<file path="config.mk">
export PLATFORM = sky130hd
export DESIGN_NAME = dte_fifo
export DESIGN_NICKNAME = d
export VERILOG_FILES = /design/src/rtl/dte_pkg.sv /design/src/rtl/dte_fifo.sv
export SDC_FILE = /design/constraint.sdc
export NUM_CORES = 1
export LEC_CHECK = 0
export ABC_AREA = 1
export BUFFER_PORTS_ARGS = -buffer_cell sky130_fd_sc_hd__clkbuf_2
export CORE_ASPECT_RATIO = 0.6
export CORE_MARGIN = 2
export CORE_UTILIZATION = 60
export CTS_BUF_LIST = sky130_fd_sc_hd__clkbuf_4 sky130_fd_sc_hd__clkbuf_8
export DETAILED_ROUTE_END_ITERATION = 10
export HOLD_SLACK_MARGIN = 0.1
export PLACE_DENSITY = 0.82
export SYNTH_ARGS = -nofsm -noshare
export SYNTH_HDL_FRONTEND = slang
export SYNTH_SLANG_ARGS = --single-unit
</file>
<file path="constraint.sdc">
create_clock -name clock -period 4.8 [get_ports clock]
set_input_delay 0.48 -clock clock [delete_from_list [all_inputs] [get_ports clock]]
set_output_delay 0.48 -clock clock [all_outputs]
set_load 0.05 [all_outputs]
</file>
<file path="src/rtl/dte_pkg.sv">
// ----------------------------------------------------------------------------
// dte_pkg: shared types and constants of the dictionary token expander
// Command format handed from the front end to the back end, load status
// codes and the default sizes of the block.
// ----------------------------------------------------------------------------
package dte_pkg;

   localparam int DICT_DEPTH_DEF    = 4096;
   localparam int MAX_TOKENS_DEF    = 128;
   localparam int MAX_ENTRY_LEN_DEF = 64;
   localparam int QUEUE_DEPTH_DEF   = 4;

   // store address field wide enough for the largest dictionary store
   localparam int ADDR_W  = 16;
   localparam int IDX_W   = 7;
   localparam int LEN_W   = 7;
   localparam int LIMIT_W = 12;

   localparam logic [LIMIT_W-1:0] LIMIT_RESET = 12'd255;

   typedef enum logic [2:0] {
      ST_OK       = 3'd0,
      ST_TOO_MANY = 3'd1,
      ST_TOO_LONG = 3'd2,
      ST_TRUNC    = 3'd3,
      ST_OVERFLOW = 3'd4
   } load_status_type;

   typedef struct packed {
      logic                  is_clue;
      logic [7:0]            data;
      logic                  first;
      logic                  last;
      logic                  store_wr;
      logic [ADDR_W-1:0]     store_addr;
      logic                  entry_wr;
      logic [IDX_W-1:0]      entry_idx;
      logic [ADDR_W-1:0]     entry_off;
      logic [LEN_W-1:0]      entry_len;
      logic                  dict_clear;
      logic                  status_vld;
      load_status_type       status;
      logic [7:0]            new_count;
   } dte_cmd_type;

endpackage

</file>
<file path="src/rtl/dte_fifo.sv">
// ----------------------------------------------------------------------------
// dte_fifo: command queue
// Short register queue between the front end and the back end.
// ----------------------------------------------------------------------------
module dte_fifo
   import dte_pkg::*;
#(
   parameter int DEPTH = QUEUE_DEPTH_DEF
) (
   input  logic        clock,
   input  logic        reset,
   input  logic        push,
   input  dte_cmd_type push_data,
   output logic        full,
   input  logic        pop,
   output dte_cmd_type head,
   output logic        head_valid
);

   localparam int PW = (DEPTH > 1) ? $clog2(DEPTH) : 1;
   localparam int CW = $clog2(DEPTH + 1);

   dte_cmd_type   slot_ff [DEPTH];
   logic [PW-1:0] wr_ptr_ff, rd_ptr_ff;
   logic [CW-1:0] count_ff;
   logic          do_push, do_pop;

   function automatic logic [PW-1:0] ptr_next(input logic [PW-1:0] p);
      logic [PW-1:0] n;
      n = (p == PW'(DEPTH - 1)) ? '0 : p + PW'(1);
      return n;
   endfunction

   assign full       = (count_ff == CW'(DEPTH));
   assign head_valid = (count_ff != '0);
   assign head       = slot_ff[rd_ptr_ff];
   assign do_push    = push && !full;
   assign do_pop     = pop && head_valid;

   always_ff @(posedge clock) begin
      if (do_push) begin
         slot_ff[wr_ptr_ff] <= push_data;
      end
   end

   always_ff @(posedge clock) begin
      if (reset) begin
         wr_ptr_ff <= '0;
         rd_ptr_ff <= '0;
         count_ff  <= '0;
      end else begin
         if (do_push) begin
            wr_ptr_ff <= ptr_next(wr_ptr_ff);
         end
         if (do_pop) begin
            rd_ptr_ff <= ptr_next(rd_ptr_ff);
         end
         if (do_push && !do_pop) begin
            count_ff <= count_ff + CW'(1);
         end else if (do_pop && !do_push) begin
            count_ff <= count_ff - CW'(1);
         end
      end
   end

endmodule

</file>
==> results <==
- Setup violations remaining at the end of the flow were counted as 0.
- The clock tree synthesis step divided the H-tree into 2 levels.
- The startpoint class of the critical path is a register.
- Clock latency on the worst-skew pair, taken at its later pin, is 520 ps.
- After routing, the total negative slack on setup checks comes to 0 ps.
- The floorplan has 39 rows.
- The worst setup path is of the reg2out kind.
- At the worst endpoint, the arrival time is 2940 ps.
- The via count of the first global-routing pass was 6665.
- The flow ran to the end, and the final reports show no timing, DRC or antenna violations.
- The number of synthesized register bits is 297.
- In this run the worst hold path is classified as in2reg.
- The fraction of met3 tracks used by global routing is 6.35%.
- The effective utilization at floorplan is 61.1%.
- The share of final-layout standard cells stronger than drive strength 1 is 34.4%.
- The number of warnings reported in the yosys synthesis log is 0.
- For this design the top-level I/O count stands at 150.
- Setup repair after global routing left no endpoint under its margin.
- The post-place instance area is 12500 sq um.
- In this run the tightest slew margin relative to its limit is 21.2%.
- The critical path endpoint category is a primary output.
- The power per unit of standard cell area is 634 nW/um^2.
- The hold violation count in the final report was 0.
- In the routed design, unresolved DRC markers number 0.
- The wire length of the first global-routing pass is 36100 um.
- The sequential element share of the synthesized area is 76.2%.
- The number of hold-repair buffers added at the cts stage is 0.
- The count of final max-slew check failures was 0.
- Summing over every cut layer, the via total after detailed routing is 6779.
- The pre-antenna-repair detailed-routing pass consisted of 5 iterations.
- The floorplan step set the die height to 112 um.
- The congestion estimate from routability-driven global placement came to 0.734.
- The maximum clock skew at final layout is 17.5 ps.
- For the pin with the worst max-slew slack, the measured transition is 1180 ps.
- The die covers 20500 sq um.
- Once detail routing completed, the nets flagged for antenna violations numbered 0.
- The post-route fraction of the period consumed by the critical path is 71.2%.
- In this run the standard cell core region covers 19000 sq um.
- Once layout is done, the placed cells without fillers occupy 13200 sq um.
- The per-cell via count in the routed design is 5.65.
- In the synthesized netlist, the number of instances is 766.
- TritonCTS built the clock tree.
- Synthesis produced a netlist with a net count of 849.
- Counting along the longest clock path gives a buffer depth of 3.
- The worst-case IR drop observed on VDD is 0.451 mV.
- In this run the worst path has a maximum fanout of 107.
- Buffers inserted during clock tree synthesis total 41.
- The first routing iteration left 558 violations.
- The root buffer selected by CTS is sky130_fd_sc_hd__clkbuf_8.
- The static power due to leakage is 0.00470 uW.
- The pin count of the biggest net entering global routing is 108.
- The global routing usage on met1 is 33.5%.
- Cells fill 69.8% of the core in the end.
- Summed over all layers, the routed wires come to 23000 um.
- Dividing the detail-routed wire length by the instance count gives 19.2 um.
- The count of nets after finishing is 1005.
- The floorplan step set the die width to 183 um.
- Counting distinct cell types in the post-synthesis netlist gives 25.
- The number of antenna violations at the first check in global routing is 0.
- The required time of the critical path is 4320 ps.
- The number of violations of the max-capacitance limit is 0.
- For this design, the sink count on the clock tree is 297.
- After legalization and detailed placement, the total HPWL measured 13100 um.
- Summing every instance area after synthesis gives 11600 sq um.
- The met2 layer usage reported by global route is 34.6%.
- The total design power is 8390 uW.
- Relative to the synthesized area, the layout overhead comes to 14.2%.
- The average instance in the mapped netlist occupies 15.1 sq um.
- The number of buffer cells added on primary ports is 149.
- The busiest metal layer after global routing is met2.
- Derived from the worst setup path, the maximum achievable clock frequency is 292 MHz.
- Buffers added to address setup during post-CTS repair amount to 0.
- The number of inserted diodes is 0.
- Global routing used 22.8% of the available tracks across all layers.
- The remaining global-route overflow is 0.
- Post-CTS repair changed the size of 0 cells.
- Clock-pin slew was measured on the worst setup and hold paths at 70 ps.
- For the finished layout, the period the worst path requires is 3420 ps.
worst paths after layout:
kind / startpoint / endpoint / slack (ps) / cells past startpoint
setup / recovery: register / head[27] / 1380 / 5
hold / removal: reset / count_ff[0]$_SDFFE_PP0P_ / 140 / 2
setup reg to reg: count_ff[0]$_SDFFE_PP0P_ / slot_ff[2][47]$_DFFE_PP_ / 2110 / 5
hold reg to reg: count_ff[2]$_SDFFE_PP0P_ / count_ff[2]$_SDFFE_PP0P_ / 550 / 3
stage by stage:
stage               worst slack [ps]  std cells  hold WS, ps
floorplan                        598        766          483
global placement                1960       1125          508
detailed placement              1920       1125          536
CTS                             1360       1200          114
global route                    1160       1200          106
finish                          1380       1200          136
sequential cells by signal, indices dropped and copies added (netlist names), named ones only:
name / count
slot_ff: 288
count_ff: 3
rd_ptr_ff: 2
wr_ptr_ff: 2
layout by cell type (no fill, tap or decap):
| master | instances |
|---|---|
| sky130_fd_sc_hd__clkinv_1 | 14 |
| sky130_fd_sc_hd__clkbuf_8 | 43 |
| sky130_fd_sc_hd__o21ai_0 | 135 |
| sky130_fd_sc_hd__clkinv_2 | 4 |
| sky130_fd_sc_hd__dfxtp_2 | 1 |
| sky130_fd_sc_hd__fa_1 | 1 |
| sky130_fd_sc_hd__nand3_1 | 1 |
| sky130_fd_sc_hd__nor2_1 | 107 |
| sky130_fd_sc_hd__o21ai_1 | 10 |
| sky130_fd_sc_hd__nor2_2 | 50 |
| sky130_fd_sc_hd__nand2_1 | 14 |
| sky130_fd_sc_hd__nand4_1 | 1 |
| sky130_fd_sc_hd__dfxtp_1 | 7 |
| sky130_fd_sc_hd__clkbuf_2 | 149 |
| sky130_fd_sc_hd__nand3b_1 | 2 |
| sky130_fd_sc_hd__nor2_4 | 4 |
| sky130_fd_sc_hd__dfxtp_4 | 1 |
| sky130_fd_sc_hd__edfxtp_1 | 288 |
| sky130_fd_sc_hd__a21oi_1 | 2 |
| sky130_fd_sc_hd__xor2_1 | 1 |
| sky130_fd_sc_hd__o22ai_2 | 50 |
| sky130_fd_sc_hd__inv_6 | 1 |
| sky130_fd_sc_hd__clkbuf_4 | 13 |
| sky130_fd_sc_hd__buf_4 | 10 |
| sky130_fd_sc_hd__inv_1 | 15 |
| sky130_fd_sc_hd__ha_1 | 6 |
| sky130_fd_sc_hd__o22ai_1 | 22 |
| sky130_fd_sc_hd__inv_4 | 1 |
| sky130_fd_sc_hd__clkinvlp_4 | 1 |
worst max-delay path, stage by stage, from the launching register on:
cell                       delay (ps)
sky130_fd_sc_hd__dfxtp_4          550
sky130_fd_sc_hd__inv_6            730
sky130_fd_sc_hd__buf_4            420
sky130_fd_sc_hd__o21ai_0          140
sky130_fd_sc_hd__o22ai_2          190
sky130_fd_sc_hd__clkbuf_2         310
metal layers:
layer / vias to the layer above / share of wire, %
met2: 244 / 46
li1: 3185 / -
met5: - / 0
met1: 3309 / 44
met3: 41 / 8.2
met4: 0 / 1.6
Yosys cell counts:
| cell | instances | share of area (%) |
|---|---|---|
| sky130_fd_sc_hd__nor2_1 | 111 | 3.6 |
| sky130_fd_sc_hd__buf_12 | 1 | 0.17 |
| sky130_fd_sc_hd__o21ai_0 | 135 | 5.8 |
| sky130_fd_sc_hd__nand4_1 | 1 | 0.054 |
| sky130_fd_sc_hd__o22ai_1 | 22 | 1.2 |
| sky130_fd_sc_hd__inv_6 | 1 | 0.076 |
| sky130_fd_sc_hd__buf_4 | 1 | 0.065 |
| sky130_fd_sc_hd__ha_1 | 6 | 0.65 |
| sky130_fd_sc_hd__clkbuf_1 | 13 | 0.42 |
| sky130_fd_sc_hd__inv_4 | 1 | 0.054 |
| sky130_fd_sc_hd__a21oi_1 | 2 | 0.086 |
| sky130_fd_sc_hd__edfxtp_1 | 288 | 75 |
| sky130_fd_sc_hd__clkbuf_2 | 6 | 0.26 |
| sky130_fd_sc_hd__nor2_2 | 50 | 2.7 |
| sky130_fd_sc_hd__o22ai_2 | 50 | 5.4 |
| sky130_fd_sc_hd__buf_6 | 8 | 0.78 |
| sky130_fd_sc_hd__nand3_1 | 1 | 0.043 |
| sky130_fd_sc_hd__inv_1 | 15 | 0.49 |
| sky130_fd_sc_hd__xor2_1 | 1 | 0.076 |
| sky130_fd_sc_hd__nand3b_1 | 2 | 0.13 |
| sky130_fd_sc_hd__o21ai_1 | 10 | 0.43 |
| sky130_fd_sc_hd__fa_1 | 1 | 0.17 |
| sky130_fd_sc_hd__dfxtp_1 | 9 | 1.6 |
| sky130_fd_sc_hd__buf_2 | 17 | 0.73 |
| sky130_fd_sc_hd__nand2_1 | 14 | 0.45 |
report_power, final:
group | switching [uW] | total [uW] | internal [uW]
combinational | 2510 | 3240 | 727
clock | 897 | 1830 | 932
sequential | 162 | 3330 | 3160
total | 3570 | 8390 | 4820
cells by family (layout without fill, tap and decap cells):
family,count (synthesis),after routing,synth area share (%)
buffers and inverters,63,251,3.04
adders and majority gates,7,7,0.820
and+or+nand+nor,179,179,6.97
DFF,297,297,76.2
xor gates and xnor gates,1,1,0.0756
AOI/OAI and AO/OA,219,219,12.9
layout make-up:
cell class,instances,area (sq um)
clock inverters,19,80.1
fillers,1287,5740
clock buffers,56,689
well taps,246,308
repair buffers,159,821
flip-flops and latches,297,8830
multi-input cells,406,2440
inverters,17,71.3
No activity file was read; power rests on OpenSTA's default activity.
