### src/rtl/dte_pkg.sv
// ----------------------------------------------------------------------------
// dte_pkg: shared types and constants of the dictionary token expander
// Command format handed from the front end to the back end, load status
// codes and the default sizes of the block.
// ----------------------------------------------------------------------------
package dte_pkg;

   localparam int DICT_DEPTH_DEF    = 4096;
   localparam int MAX_TOKENS_DEF    = 128;
   localparam int MAX_ENTRY_LEN_DEF = 64;
   localparam int QUEUE_DEPTH_DEF   = 4;

   // store address field wide enough for the largest dictionary store
   localparam int ADDR_W  = 16;
   localparam int IDX_W   = 7;
   localparam int LEN_W   = 7;
   localparam int LIMIT_W = 12;

   localparam logic [LIMIT_W-1:0] LIMIT_RESET = 12'd255;

   typedef enum logic [2:0] {
      ST_OK       = 3'd0,
      ST_TOO_MANY = 3'd1,
      ST_TOO_LONG = 3'd2,
      ST_TRUNC    = 3'd3,
      ST_OVERFLOW = 3'd4
   } load_status_type;

   typedef struct packed {
      logic                  is_clue;
      logic [7:0]            data;
      logic                  first;
      logic                  last;
      logic                  store_wr;
      logic [ADDR_W-1:0]     store_addr;
      logic                  entry_wr;
      logic [IDX_W-1:0]      entry_idx;
      logic [ADDR_W-1:0]     entry_off;
      logic [LEN_W-1:0]      entry_len;
      logic                  dict_clear;
      logic                  status_vld;
      load_status_type       status;
      logic [7:0]            new_count;
   } dte_cmd_type;

endpackage

### src/rtl/dte_req_if.sv
// ----------------------------------------------------------------------------
// dte_req_if: input item channel
// Valid/ready channel carrying one blob byte or clue byte per item.
// ----------------------------------------------------------------------------
interface dte_req_if;
   logic       valid;
   logic       ready;
   logic       opcode;
   logic [7:0] data_byte;
   logic       first;
   logic       last;

   modport source (output valid, opcode, data_byte, first, last, input ready);
   modport sink   (input valid, opcode, data_byte, first, last, output ready);
endinterface

### src/rtl/dte_front.sv
// ----------------------------------------------------------------------------
// dte_front: item intake and blob parser
// Accepts items, tracks the blob parse and turns every item into a command.
// ----------------------------------------------------------------------------
module dte_front
   import dte_pkg::*;
#(
   parameter int DICT_DEPTH    = DICT_DEPTH_DEF,
   parameter int MAX_TOKENS    = MAX_TOKENS_DEF,
   parameter int MAX_ENTRY_LEN = MAX_ENTRY_LEN_DEF
) (
   input  logic        clock,
   input  logic        reset,
   dte_req_if.sink     req,
   input  logic        q_full,
   output logic        push,
   output dte_cmd_type cmd_out
);

   localparam int AW = $clog2(DICT_DEPTH);
   localparam int PW = AW + 1;
   localparam int LW = $clog2(MAX_ENTRY_LEN + 1);

   logic [PW-1:0]   pos_ff, pos_in;
   logic [7:0]      parsed_ff, parsed_in;
   logic [LW-1:0]   left_ff, left_in;
   load_status_type err_ff, err_in;
   logic [7:0]      count_ff, count_in;

   logic            start;
   logic [PW-1:0]   pos;
   logic [7:0]      b;
   load_status_type status;

   assign req.ready = !q_full;
   assign push      = req.valid && req.ready;
   assign b         = req.data_byte;

   always_comb begin
      start     = req.first || (pos_ff == '0);
      pos       = start ? '0 : pos_ff;
      parsed_in = start ? '0 : parsed_ff;
      left_in   = start ? '0 : left_ff;
      err_in    = start ? ST_OK : err_ff;
      count_in  = count_ff;
      pos_in    = pos;
      status    = ST_OK;
      cmd_out   = '0;

      cmd_out.data  = b;
      cmd_out.first = req.first;
      cmd_out.last  = req.last;

      if (req.opcode) begin
         cmd_out.is_clue = 1'b1;
      end else begin
         cmd_out.dict_clear = start;
         if (err_in == ST_OK) begin
            if (pos >= PW'(DICT_DEPTH)) begin
               err_in = ST_OVERFLOW;
            end else begin
               cmd_out.store_wr   = 1'b1;
               cmd_out.store_addr = ADDR_W'(pos[AW-1:0]);
               pos_in             = pos + PW'(1);
               if (pos == '0) begin
                  count_in = b;
                  if (b > 8'(MAX_TOKENS)) begin
                     err_in = ST_TOO_MANY;
                  end
               end else if (left_in != '0) begin
                  left_in = left_in - LW'(1);
               end else if (parsed_in < count_in) begin
                  if (b > 8'(MAX_ENTRY_LEN)) begin
                     err_in = ST_TOO_LONG;
                  end else begin
                     cmd_out.entry_wr  = 1'b1;
                     cmd_out.entry_idx = IDX_W'(parsed_in);
                     cmd_out.entry_off = ADDR_W'(pos + PW'(1));
                     cmd_out.entry_len = LEN_W'(b);
                     left_in           = LW'(b);
                     parsed_in         = parsed_in + 8'd1;
                  end
               end
            end
         end
         if (req.last) begin
            status = err_in;
            if (status == ST_OK && (parsed_in < count_in || left_in != '0)) begin
               status = ST_TRUNC;
            end
            cmd_out.status_vld = 1'b1;
            cmd_out.status     = status;
            cmd_out.new_count  = (status == ST_OK) ? count_in : 8'd0;
            pos_in             = '0;
            parsed_in          = '0;
            left_in            = '0;
            err_in             = ST_OK;
         end
      end
   end

   always_ff @(posedge clock) begin
      if (reset) begin
         pos_ff    <= '0;
         parsed_ff <= '0;
         left_ff   <= '0;
         err_ff    <= ST_OK;
         count_ff  <= '0;
      end else if (push && !req.opcode) begin
         pos_ff    <= pos_in;
         parsed_ff <= parsed_in;
         left_ff   <= left_in;
         err_ff    <= err_in;
         count_ff  <= count_in;
      end
   end

endmodule

### src/flat_wrapper.sv
// flat-port wrapper written by rule: the top's interface ports become plain ports
module dte_front_flat import dte_pkg::*;
#(
   parameter int DICT_DEPTH    = DICT_DEPTH_DEF,
   parameter int MAX_TOKENS    = MAX_TOKENS_DEF,
   parameter int MAX_ENTRY_LEN = MAX_ENTRY_LEN_DEF
)
  (clock, reset, q_full, push, cmd_out, req_valid, req_opcode, req_data_byte, req_first, req_last, req_ready);
  dte_req_if req_i ();
  input  logic clock;
  input  logic reset;
  input  logic q_full;
  output logic push;
  output dte_cmd_type cmd_out;
  input wire logic [$bits(req_i.valid)-1:0] req_valid;
  input wire logic [$bits(req_i.opcode)-1:0] req_opcode;
  input wire logic [$bits(req_i.data_byte)-1:0] req_data_byte;
  input wire logic [$bits(req_i.first)-1:0] req_first;
  input wire logic [$bits(req_i.last)-1:0] req_last;
  output wire logic [$bits(req_i.ready)-1:0] req_ready;
  assign req_i.valid = req_valid;
  assign req_i.opcode = req_opcode;
  assign req_i.data_byte = req_data_byte;
  assign req_i.first = req_first;
  assign req_i.last = req_last;
  assign req_ready = req_i.ready;
  dte_front #(.DICT_DEPTH(DICT_DEPTH), .MAX_TOKENS(MAX_TOKENS), .MAX_ENTRY_LEN(MAX_ENTRY_LEN)) u_core (.clock(clock), .reset(reset), .req(req_i), .q_full(q_full), .push(push), .cmd_out(cmd_out));
endmodule
### config.mk
export PLATFORM = sky130hd
export DESIGN_NAME = dte_front_flat
export DESIGN_NICKNAME = d
export VERILOG_FILES = /design/src/rtl/dte_pkg.sv /design/src/rtl/dte_req_if.sv /design/src/rtl/dte_front.sv /design/src/flat_wrapper.sv
export SDC_FILE = /design/constraint.sdc
export NUM_CORES = 1
export LEC_CHECK = 0
export BUFFER_PORTS_ARGS = -buffer_cell sky130_fd_sc_hd__buf_2
export CAP_MARGIN = 40
export CELL_PAD_IN_SITES_DETAIL_PLACEMENT = 0
export CELL_PAD_IN_SITES_GLOBAL_PLACEMENT = 1
export CORE_ASPECT_RATIO = 1.2
export CORE_MARGIN = 4
export CORE_UTILIZATION = 42
export DETAILED_ROUTE_END_ITERATION = 8
export PLACE_DENSITY = 0.93
export SLEW_MARGIN = 10
export SYNTH_ARGS = -nofsm -noshare
export SYNTH_HDL_FRONTEND = slang
export SYNTH_SLANG_ARGS = --single-unit
### constraint.sdc
create_clock -name clock -period 12.3 [get_ports clock]
set_input_delay 1.845 -clock clock [delete_from_list [all_inputs] [get_ports clock]]
set_output_delay 1.845 -clock clock [all_outputs]
set_load 0.02 [all_outputs]
==> flow_metrics.py, run 1 <==
metrics = {
    "yosys": {
        "async_reset_ff_share_pct": 0,
        "synth.avg_cell_area_um2": 7.298,
        "syn_inst": 497,
        "synth.ff_latch_count": 39,
        "synth_area_mm2": 0.003627,
        "synth_edf_count": 0,
        "ys_warn_count": 0,
        "seq_area_frac_synth_pct": 21.52,
        "ys_types": 62,
        "synth_flop_cell": "dfxtp_1",
    },
    "detailed_routing": {
        "drt_iter0_markers": 280,
        "drc": 0,
        "first_pass_iters": 5,
        "antenna_left": 0,
        "via_per_inst": 5.771,
        "vias": 3855,
        "routedWlPerCell_um": 17.11,
        "wl_mm": 11.43,
    },
    "placed_design": {
        "gp_congestion": 0.9458,
        "dpl.hpwl_mm": 8.621,
        "port_buffers": 81,
        "pre_cts_ws_ps": 3555,
    },
    "clock_network": {
        "ctsHtreeMaxLevel": 2,
        "cts.sinks": 39,
        "post-cts-setup-buffers": 0,
        "cts_resized": 0,
        "root_buffer": "clkbuf_8",
        "clkLatencyLatePin_ps": 300,
        "clkTransAtPathRegs_ps": 80,
        "cts.path.max_buffers": 2,
        "cts_buffers": 5,
        "cts_tree": "built",
        "ctsHoldBuffers": 0,
    },
    "finish": {
        "fillCellCount": 880,
        "nets": 588,
        "area_delta_synth_final_pct": 13.07,
        "diodes": 0,
        "drive_gt1_share_pct": 21.12,
    },
    "floorplan": {
        "die_area_mm2": 0.01019,
        "rows": 36,
        "fp.dieH_um": 109.8,
        "initial_core_util_pct": 43.77,
        "ios": 89,
        "core-area_mm2": 0.008288,
        "die_w_um": 92.84,
    },
    "worst_setup_path": {
        "worstSetupStartpointType": "input pin",
        "cp_slowest_cell": "a41oi_2",
        "max_stage_delay_ps": 520,
        "crit_chain": "buf_2 -> a41oi_2 -> and2_1 -> ha_1 -> a21oi_1 -> o21ai_0 -> a211oi_1 -> nand3_2 -> nor4_1 -> and3_1 -> xnor2_1 -> nor2_1 -> ha_1 -> nand2_1 -> o21ai_0 -> a2111o_1 -> a311o_1 -> o211ai_1 -> or4_1 -> nor3_2 -> buf_2",
        "path_max_fanout": 17,
        "cp.required_ps": 10450,
        "r2r-end": "u_core.left_ff[0]",
        "r2r_cells": 12,
        "cp.arrival_ps": 6980,
        "cp-end-kind": "output pin",
        "reg2reg_from": "u_core.pos_ff[9]",
        "ff2ff_setup_slack_ps": 8250,
        "startpoint": "req_first",
        "crit_type": "input pin to output pin",
    },
    "global_route": {
        "antenna_found_initial": 0,
        "grt_max_degree": 42,
        "gr-total-overflow": 0,
        "grt_pass1_wl_mm": 18.31,
        "grt_pass1_vias": 3769,
        "grtUsageTotal_pct": 22.44,
    },
    "power": {
        "comb_power_share_pct": 15.6,
        "clock_power_share_pct": 39.4,
        "vdd_ir_drop_max_uv": 53.73,
        "p_leak_nw": 1.789,
        "power_frac_seq_pct": 45.1,
        "power.density_mw_per_mm2": 69.53,
        "switchingPower_mw": 0.08421,
        "switching_share_pct": 29.53,
        "p_int_mw": 0.2010,
    },
    "sta": {
        "finalMaxSlewViolations": 0,
        "rsz0062_at_grt": "no",
        "slew_headroom_pct": 46.90,
        "tightest_slew_ps": 796.4,
        "fin_worst_skew_ps": 10.31,
        "period_needed_ps": 8822,
        "tns_ps": 0,
        "fmax_mhz": 113.4,
        "finalSetupViolations": 0,
        "finalHoldViolCount": 0,
        "min_period_over_period_pct": 71.72,
        "setup_slack_ps": 3478,
    },
    "min_path": {
        "hold_class": "flop to flop",
        "worstHoldPathCells": 2,
        "min_delay_worst_endpoint": "u_core.count_ff[0]",
        "hp-start": "u_core.count_ff[0]",
    },
    "status": {
        "status": "complete, no violations",
    },
    "flow_run": {
        "cap_violations": 0,
    },
}
-- worst max-delay path: cells and delay by family --
family	cells	cell delay, ps
adders and majority gates	2	540
AOI/OAI and AO/OA	8	2170
xor gates and xnor gates	1	130
and+or+nand+nor	8	1930
buffers and inverters	2	360
-- registers in the layout (all words and copies together), names as in the netlist --
signal            cells
u_core.count_ff       8
u_core.err_ff         3
u_core.left_ff        7
u_core.parsed_ff      8
u_core.pos_ff        13
-- through the flow --
stage | area (µm²) | util [%] | instances | power [mW] | hold WS [ps]
floorplan | 3650 | - | 503 | 0.1648 | 449.0
global placement | 3989 | 48.13 | 660 | 0.1750 | 470.7
global route | 4101 | 49.49 | 668 | 0.2961 | 526.7
finish | 4101 | 49.49 | 668 | 0.2852 | 494.7
detailed placement | 3989 | 48.13 | 660 | 0.1756 | 483.9
CTS | 4101 | 49.49 | 668 | 0.2869 | 495.4
-- placed cells by master, fill, tap and decap left out, types with 10 or more instances in the layout --
cell type and n:
buf_2 81, nor2_1 76, dfxtp_1 39, a21oi_1 36, nand2_1 28, and2_1 24, nand3_1 22, inv_1 21
o21ai_0 20, ha_1 20, a22oi_1 17, xnor2_1 12, and3_1 11, nand2b_1 10
-- cells in the mapped netlist (7+ instances only) --
library cell / instances / area [µm²]
a211oi_1: 9 / 67.56
a21oi_1: 36 / 180.2
a22oi_1: 17 / 127.6
and2_1: 24 / 150.1
and3_1: 11 / 68.82
buf_4: 19 / 142.6
clkbuf_1: 17 / 63.81
dfxtp_1: 39 / 780.8
ha_1: 20 / 250.2
inv_1: 21 / 78.83
nand2_1: 28 / 105.1
nand2b_1: 10 / 62.56
nand3_1: 22 / 110.1
nor2_1: 76 / 285.3
nor2b_1: 7 / 43.79
nor3_1: 9 / 45.04
nor3_2: 9 / 90.09
nor4_1: 7 / 43.79
o21ai_0: 20 / 100.1
or3_1: 7 / 43.79
xnor2_1: 12 / 105.1
-- cells by family after synthesis --
group | synth area share, %
AOI/OAI and AO/OA | 22.11
xor gates and xnor gates | 4.346
adders and majority gates | 6.899
buffers and inverters | 9.176
DFF | 21.52
muxes | 0.8624
other | 0.1034
and+or+nand+nor | 34.98
-- worst max path at each step --
stage | to | slack (ps) | depth (start not counted)
floorplan | cmd_out[1] | 3930 | 24
global placement | cmd_out[0] | 3780 | 21
detailed placement | cmd_out[0] | 3560 | 21
CTS | cmd_out[0] | 3530 | 21
global route | cmd_out[4] | 3040 | 21
finish | cmd_out[0] | 3480 | 21
-- power by group through the flow --
stage               Clock, mW  Combinational (mW)  Sequential, mW
global route            0.118              0.0488           0.129
floorplan                   0              0.0336           0.131
finish                  0.112              0.0444           0.129
detailed placement          0              0.0441           0.132
global placement            0              0.0436           0.131
CTS                     0.114              0.0444           0.129
-- per-layer routing --
metal  wire length [µm]  global-route usage, %  up-vias
met5                  0                      0        -
met4                443                  10.58        0
met3                579                  3.354       36
met2               5643                  39.37      123
met1               4760                  26.86     1842
li1                   -                      -     1854
-- cell type report --
type | instances | area [µm²] | area share, %
Sequential cell | 39 | 780.7 | 19.04
Clock inverter | 3 | 43.79 | 1.068
Clock buffer | 5 | 68.82 | 1.678
Inverter | 21 | 78.83 | 1.922
Timing Repair Buffer | 86 | 442.9 | 10.80
Tap cell | 114 | 142.6 | 3.478
Multi-Input combinational cell | 400 | 2544 | 62.02
No activity file was read; power rests on OpenSTA's default activity.
==> run 2, diff against run 1 <==
--- a/config.mk
+++ b/config.mk
@@ -11,9 +11,9 @@
 export CELL_PAD_IN_SITES_GLOBAL_PLACEMENT = 1
 export CORE_ASPECT_RATIO = 1.2
 export CORE_MARGIN = 4
-export CORE_UTILIZATION = 42
+export CORE_UTILIZATION = 35
 export DETAILED_ROUTE_END_ITERATION = 8
-export PLACE_DENSITY = 0.93
+export PLACE_DENSITY = 0.83
 export SLEW_MARGIN = 10
 export SYNTH_ARGS = -nofsm -noshare
 export SYNTH_HDL_FRONTEND = slang
==> constraint.sdc (replaced) <==
create_clock -name clock -period 7.6 [get_ports clock]
set_input_delay 1.14 -clock clock [delete_from_list [all_inputs] [get_ports clock]]
set_output_delay 1.14 -clock clock [all_outputs]
set_load 0.02 [all_outputs]
==> run 2 against run 1 <==
  * Clock power rose by 130%
  * Utilization shrank 7.7 points
  * Non-clock buffer count is 1 higher
  * Final cell count grew 1.9%
  * Setup slack worse by 3100 ps
  * Total power rose by 88%
  * Sequential power increased by 61%
  * Count of clock-buffer cells in the layout increased by 1
  * Clock skew shrank 5.6 ps
  * Combinational power increased by 62%
  * Via count is 0.16% higher
  * Sequential share of layout area decreased by 0.45 points
  * Critical endpoint unchanged
==> flow_metrics.py, run 2 (synthesis gave the netlist of run 1 again) <==
metrics = {
    "status": {
        "status": "complete, no violations",
    },
    "global_route": {
        "antenna_found_initial": 0,
        "grt_max_degree": 42,
        "grt_pass1_vias": 3651,
        "grtUsageTotal_pct": 19.06,
        "grt_pass1_wl_mm": 18.81,
        "gr-total-overflow": 0,
    },
    "sta": {
        "rsz0062_at_grt": "no",
        "min_period_over_period_pct": 94.95,
        "period_needed_ps": 7217,
        "finalHoldViolCount": 0,
        "tns_ps": 0,
        "fin_hold_ws_ps": 485.2,
        "finalMaxSlewViolations": 0,
        "slew_headroom_pct": 42.19,
        "fin_worst_skew_ps": 4.713,
        "fmax_mhz": 138.6,
        "finalSetupViolations": 0,
        "tightest_slew_ps": 858.0,
    },
    "detailed_routing": {
        "antenna_left": 0,
        "vias": 3861,
        "drt_iter0_markers": 226,
        "drc": 0,
        "first_pass_iters": 5,
        "via_per_inst": 5.670,
        "wl_mm": 11.64,
        "routedWlPerCell_um": 17.09,
    },
    "floorplan": {
        "die_w_um": 100.9,
        "core-area_mm2": 0.01006,
        "die_area_mm2": 0.01206,
        "initial_core_util_pct": 36.06,
        "ios": 89,
        "fp.dieH_um": 119.5,
        "rows": 40,
    },
    "placed_design": {
        "dp_cells": 673,
        "port_buffers": 81,
        "gp_congestion": 0.9145,
        "dpl.hpwl_mm": 8.750,
    },
    "clock_network": {
        "cts_buffers": 5,
        "cts.path.max_buffers": 2,
        "ctsHtreeMaxLevel": 2,
        "clkTransAtPathRegs_ps": 60,
        "root_buffer": "clkbuf_16",
        "cts_tree": "built",
        "cts_resized": 0,
        "clkLatencyLatePin_ps": 290,
        "post-cts-setup-buffers": 0,
        "ctsHoldBuffers": 0,
        "cts.sinks": 39,
    },
    "worst_setup_path": {
        "worstSetupStartpointType": "input pin",
        "crit_chain": "buf_2 -> a41oi_4 -> and2_1 -> ha_1 -> a21oi_1 -> o21ai_0 -> a211oi_1 -> nand3_2 -> nor4_1 -> and3_1 -> xnor2_1 -> nor2_1 -> ha_1 -> nand2_1 -> o21ai_0 -> a2111o_1 -> a311o_1 -> o211ai_1 -> or4_1 -> nor3_2 -> buf_2",
        "crit_type": "input pin to output pin",
        "path_max_fanout": 17,
        "critical-path-top-delay-family": "compound AO/OA/AOI/OAI gates",
        "cp.required_ps": 6460,
        "path_buf_inv": 2,
        "max_stage_delay_ps": 470,
        "cp.arrival_ps": 6080,
        "cp-end-kind": "output pin",
        "cp_slowest_cell": "nor4_1",
    },
    "finish": {
        "drive_gt1_share_pct": 21.26,
        "diodes": 0,
        "layout_commonest_cell": "buf_2",
        "layout_common_cells": "buf_2 (81), nor2_1 (76), dfxtp_1 (39), a21oi_1 (36), nand2_1 (28)",
        "top_register": "u_core.pos_ff",
        "top_regs": "u_core.pos_ff (13), u_core.count_ff (8), u_core.parsed_ff (8)",
        "largest_reg_flops": 13,
        "instances_no_fill": 681,
        "area_delta_synth_final_pct": 15.80,
        "fillCellCount": 1035,
        "nets": 589,
    },
    "power": {
        "p_leak_nw": 1.825,
        "finalPower_mw": 0.5371,
        "power.density_mw_per_mm2": 127.9,
        "vdd_ir_drop_max_uv": 75.65,
    },
    "flow_run": {
        "cap_violations": 0,
    },
    "min_path": {
        "hold_class": "flop to flop",
    },
}
[run 2: path summary, 6_finish.rpt]
kind	startpoint	endpoint	slack (ps)	depth (start not counted)
max	req_first	cmd_out[0]	380	21
min reg2reg	u_core.count_ff[0]	u_core.count_ff[0]	490	2
min	u_core.count_ff[0]	u_core.count_ff[0]	490	2
max reg2reg	u_core.pos_ff[5]	u_core.left_ff[0]	3650	12
[run 2: stage by stage]
step	area [µm²]	util [%]	worst slack, ps
5_1_grt	4200	41.75	31.42
3_3_place_gp	4004	39.80	571.7
4_1_cts	4189	41.64	339.5
6_report	4200	41.75	383.5
2_1_floorplan	3650	-	642.9
3_5_place_dp	4011	39.88	348.9
[run 2: worst reg2reg max path: stages, from the launching register on]
cell and delay [ps]:
dfxtp_1 370, nor4_4 540, a41oi_4 310, and2_1 240, ha_1 310, a21oi_1 150, o21ai_0 120, a211oi_1 350
and3_1 380, o21ai_0 230, a221oi_1 640, a22oi_1 140, nor2_1 100
[run 2: power breakdown]
part           switching, mW  internal (mW)
sequential           0.00146          0.207
combinational         0.0511         0.0209
clock                 0.0917          0.165
[run 2: cell type report]
type | instances | area [µm²] | area share, %
clock buffer | 6 | 138.9 | 3.307
timing repair buffer | 87 | 450.4 | 10.72
clock inverter | 2 | 38.79 | 0.9234
tap | 126 | 157.7 | 3.753
multi-input combinational | 400 | 2555 | 60.83
sequential | 39 | 780.7 | 18.59
inverter | 21 | 78.83 | 1.877
[run 2: metal layers]
| metal | vias up | track usage, % | wire [µm] |
|---|---|---|---|
| met4 | 0 | 5.320 | 213 |
| met1 | 1818 | 24.42 | 4855 |
| li1 | 1866 | - | - |
| met2 | 155 | 33.36 | 5824 |
| met3 | 22 | 2.151 | 748 |
| met5 | - | 0 | 0 |
==> run 3, diff against run 2 <==
--- a/config.mk
+++ b/config.mk
@@ -5,15 +5,15 @@
 export SDC_FILE = /design/constraint.sdc
 export NUM_CORES = 1
 export LEC_CHECK = 0
-export BUFFER_PORTS_ARGS = -buffer_cell sky130_fd_sc_hd__buf_2
 export CAP_MARGIN = 40
 export CELL_PAD_IN_SITES_DETAIL_PLACEMENT = 0
 export CELL_PAD_IN_SITES_GLOBAL_PLACEMENT = 1
 export CORE_ASPECT_RATIO = 1.2
 export CORE_MARGIN = 4
-export CORE_UTILIZATION = 35
+export CORE_UTILIZATION = 42
 export DETAILED_ROUTE_END_ITERATION = 8
-export PLACE_DENSITY = 0.83
+export DONT_BUFFER_PORTS = 1
+export PLACE_DENSITY = 0.84
 export SLEW_MARGIN = 10
 export SYNTH_ARGS = -nofsm -noshare
 export SYNTH_HDL_FRONTEND = slang
==> run 3 against run 2 <==
  * Fmax is 2.2% higher
  * First-iteration DRC count shrank 8.8%
  * Via count shrank 8.9%
  * Critical path depth is 1 lower
  * Total power shrank 25%
  * Utilization is 2.5 points higher
  * Combinational power is 31% lower
  * Worst hold slack improved by 3.9 ps
  * Sequential power barely moved
  * Final cell count fell by 14%
  * Clock power fell by 44%
==> flow_metrics.py, run 3 (synthesis gave the netlist of run 1 again) <==
metrics = {
    "worst_setup_path": {
        "r2r-end": "u_core.left_ff[0]",
        "cp.required_ps": 6460,
        "crit_end": "cmd_out[1]",
        "r2r_cells": 12,
        "cp-end-kind": "output pin",
        "startpoint": "u_core.pos_ff[9]",
        "max_stage_delay_ps": 640,
        "path_max_fanout": 10,
        "ff2ff_setup_slack_ps": 3770,
        "cp_slowest_cell": "or4_1",
        "cp.arrival_ps": 5920,
        "crit_chain": "nor4_4 -> a41oi_2 -> and2_1 -> ha_1 -> a21oi_1 -> o21ai_0 -> a211oi_1 -> nand3_2 -> nor4_1 -> and3_1 -> xnor2_1 -> nor2_1 -> ha_1 -> nand2_1 -> o21ai_0 -> a2111o_1 -> a311o_1 -> o211ai_1 -> or4_1 -> nor3_2",
        "crit_type": "flop to output pin",
        "reg2reg_from": "u_core.pos_ff[9]",
        "worstSetupStartpointType": "flop",
    },
    "clock_network": {
        "cts.path.max_buffers": 2,
        "ctsHtreeMaxLevel": 2,
        "clkTransAtPathRegs_ps": 80,
        "cts_tree": "built",
        "cts_buffers": 5,
        "root_buffer": "clkbuf_8",
        "clkLatencyLatePin_ps": 300,
        "ctsHoldBuffers": 0,
        "post-cts-setup-buffers": 0,
        "cts.sinks": 39,
        "cts_resized": 0,
    },
    "global_route": {
        "grt_pass1_wl_mm": 17.36,
        "grt_max_degree": 42,
        "grt_pass1_vias": 3385,
        "grtUsageTotal_pct": 21.35,
        "antenna_found_initial": 0,
        "gr-total-overflow": 0,
    },
    "finish": {
        "largest_reg_flops": 13,
        "finish.utilization_pct": 44.22,
        "top_register": "u_core.pos_ff",
        "fillCellCount": 890,
        "final-seq-area_um2": 780.7,
        "drive_gt1_share_pct": 7.611,
        "nets": 507,
        "multi_input_area_mm2": 0.002544,
        "layout_common_cells": "nor2_1 (76), dfxtp_1 (39), a21oi_1 (36), nand2_1 (28), and2_1 (24)",
        "area_delta_synth_final_pct": 1.035,
        "layout_commonest_cell": "nor2_1",
        "top_regs": "u_core.pos_ff (13), u_core.count_ff (8), u_core.parsed_ff (8)",
        "diodes": 0,
        "design_area_mm2": 0.003665,
    },
    "floorplan": {
        "core-area_mm2": 0.008288,
        "die_area_mm2": 0.01019,
        "rows": 36,
        "ios": 89,
        "initial_core_util_pct": 43.77,
        "fp.dieH_um": 109.8,
        "die_w_um": 92.84,
    },
    "detailed_routing": {
        "wl_mm": 11.04,
        "via_per_inst": 5.993,
        "drc": 0,
        "first_pass_iters": 5,
        "routedWlPerCell_um": 18.80,
        "vias": 3518,
        "drt_iter0_markers": 206,
        "antenna_left": 0,
    },
    "placed_design": {
        "port_buffers": 0,
        "place_area_mm2": 0.003581,
        "pre_cts_ws_ps": 665.1,
        "gp_congestion": 0.9086,
        "dpl.hpwl_mm": 8.291,
    },
    "sta": {
        "finalSetupViolations": 0,
        "min_period_over_period_pct": 92.94,
        "finalMaxSlewViolations": 0,
        "fin_worst_skew_ps": 9.741,
        "fmax_mhz": 141.6,
        "rsz0062_at_grt": "no",
        "tns_ps": 0,
        "tightest_slew_ps": 848.2,
        "setup_slack_ps": 536.2,
        "period_needed_ps": 7064,
        "slew_headroom_pct": 43.46,
        "finalHoldViolCount": 0,
    },
    "flow_run": {
        "cap_violations": 0,
    },
    "power": {
        "power.density_mw_per_mm2": 109.5,
        "vdd_ir_drop_max_uv": 59.25,
        "switchingPower_mw": 0.1166,
        "clock_power_share_pct": 35.8,
        "power_frac_seq_pct": 51.9,
        "switching_share_pct": 29.07,
        "p_int_mw": 0.2845,
        "p_leak_nw": 1.373,
        "comb_power_share_pct": 12.4,
    },
    "min_path": {
        "hold_class": "flop to flop",
    },
    "status": {
        "status": "complete, no violations",
    },
}
[run 3: critical path, delay by kind of cell, from the launching register on]
family	cells	cell delay, ps
AND/OR/NAND/NOR	9	2980
AO/OA/AOI/OAI	8	1520
adder cells (fa/ha/maj)	2	590
flip-flops	1	410
XOR/XNOR	1	130
[run 3: power by group through the flow]
stage               sequential [mW]  clock (mW)  combinational, mW
CTS                           0.208       0.150             0.0497
global placement              0.213           0             0.0486
global route                  0.208       0.154             0.0550
detailed placement            0.213           0             0.0495
floorplan                     0.212           0             0.0543
finish                        0.208       0.143             0.0497
[run 3: final cells by class]
class | count | area share [%]
timing repair buffer | 5 | 0.9560
multi-input combinational | 400 | 69.41
inverter | 21 | 2.151
clock buffer | 5 | 1.878
tap | 114 | 3.892
clock inverter | 3 | 0.4097
sequential | 39 | 21.30
[run 3: metal layers]
metal | wire length, µm | GRT usage [%]
met1 | 4535 | 25.75
met2 | 5465 | 36.95
met3 | 780 | 4.175
met4 | 256 | 9.110
met5 | 0 | 0
[run 3: how the worst min path moves through the flow]
stage | start | to | slack (ps) | cells after the start
after global placement | u_core.parsed_ff[7] | u_core.parsed_ff[7] | 460 | 2
after global routing | u_core.count_ff[2] | u_core.count_ff[2] | 520 | 2
after CTS | u_core.parsed_ff[7] | u_core.parsed_ff[7] | 490 | 2
after detailed placement | u_core.parsed_ff[7] | u_core.parsed_ff[7] | 480 | 2
final | u_core.parsed_ff[7] | u_core.parsed_ff[7] | 490 | 2
after floorplan | u_core.count_ff[0] | u_core.count_ff[0] | 450 | 2
[run 3: per-stage QoR]
| step | cells | power (mW) | hold WS, ps |
|---|---|---|---|
| final | 587 | 0.4011 | 489.1 |
| after global routing | 587 | 0.4177 | 524.3 |
| after CTS | 587 | 0.4073 | 491.8 |
| after detailed placement | 579 | 0.2624 | 479.4 |
| after global placement | 578 | 0.2613 | 464.1 |
| after floorplan | 503 | 0.2667 | 449.0 |
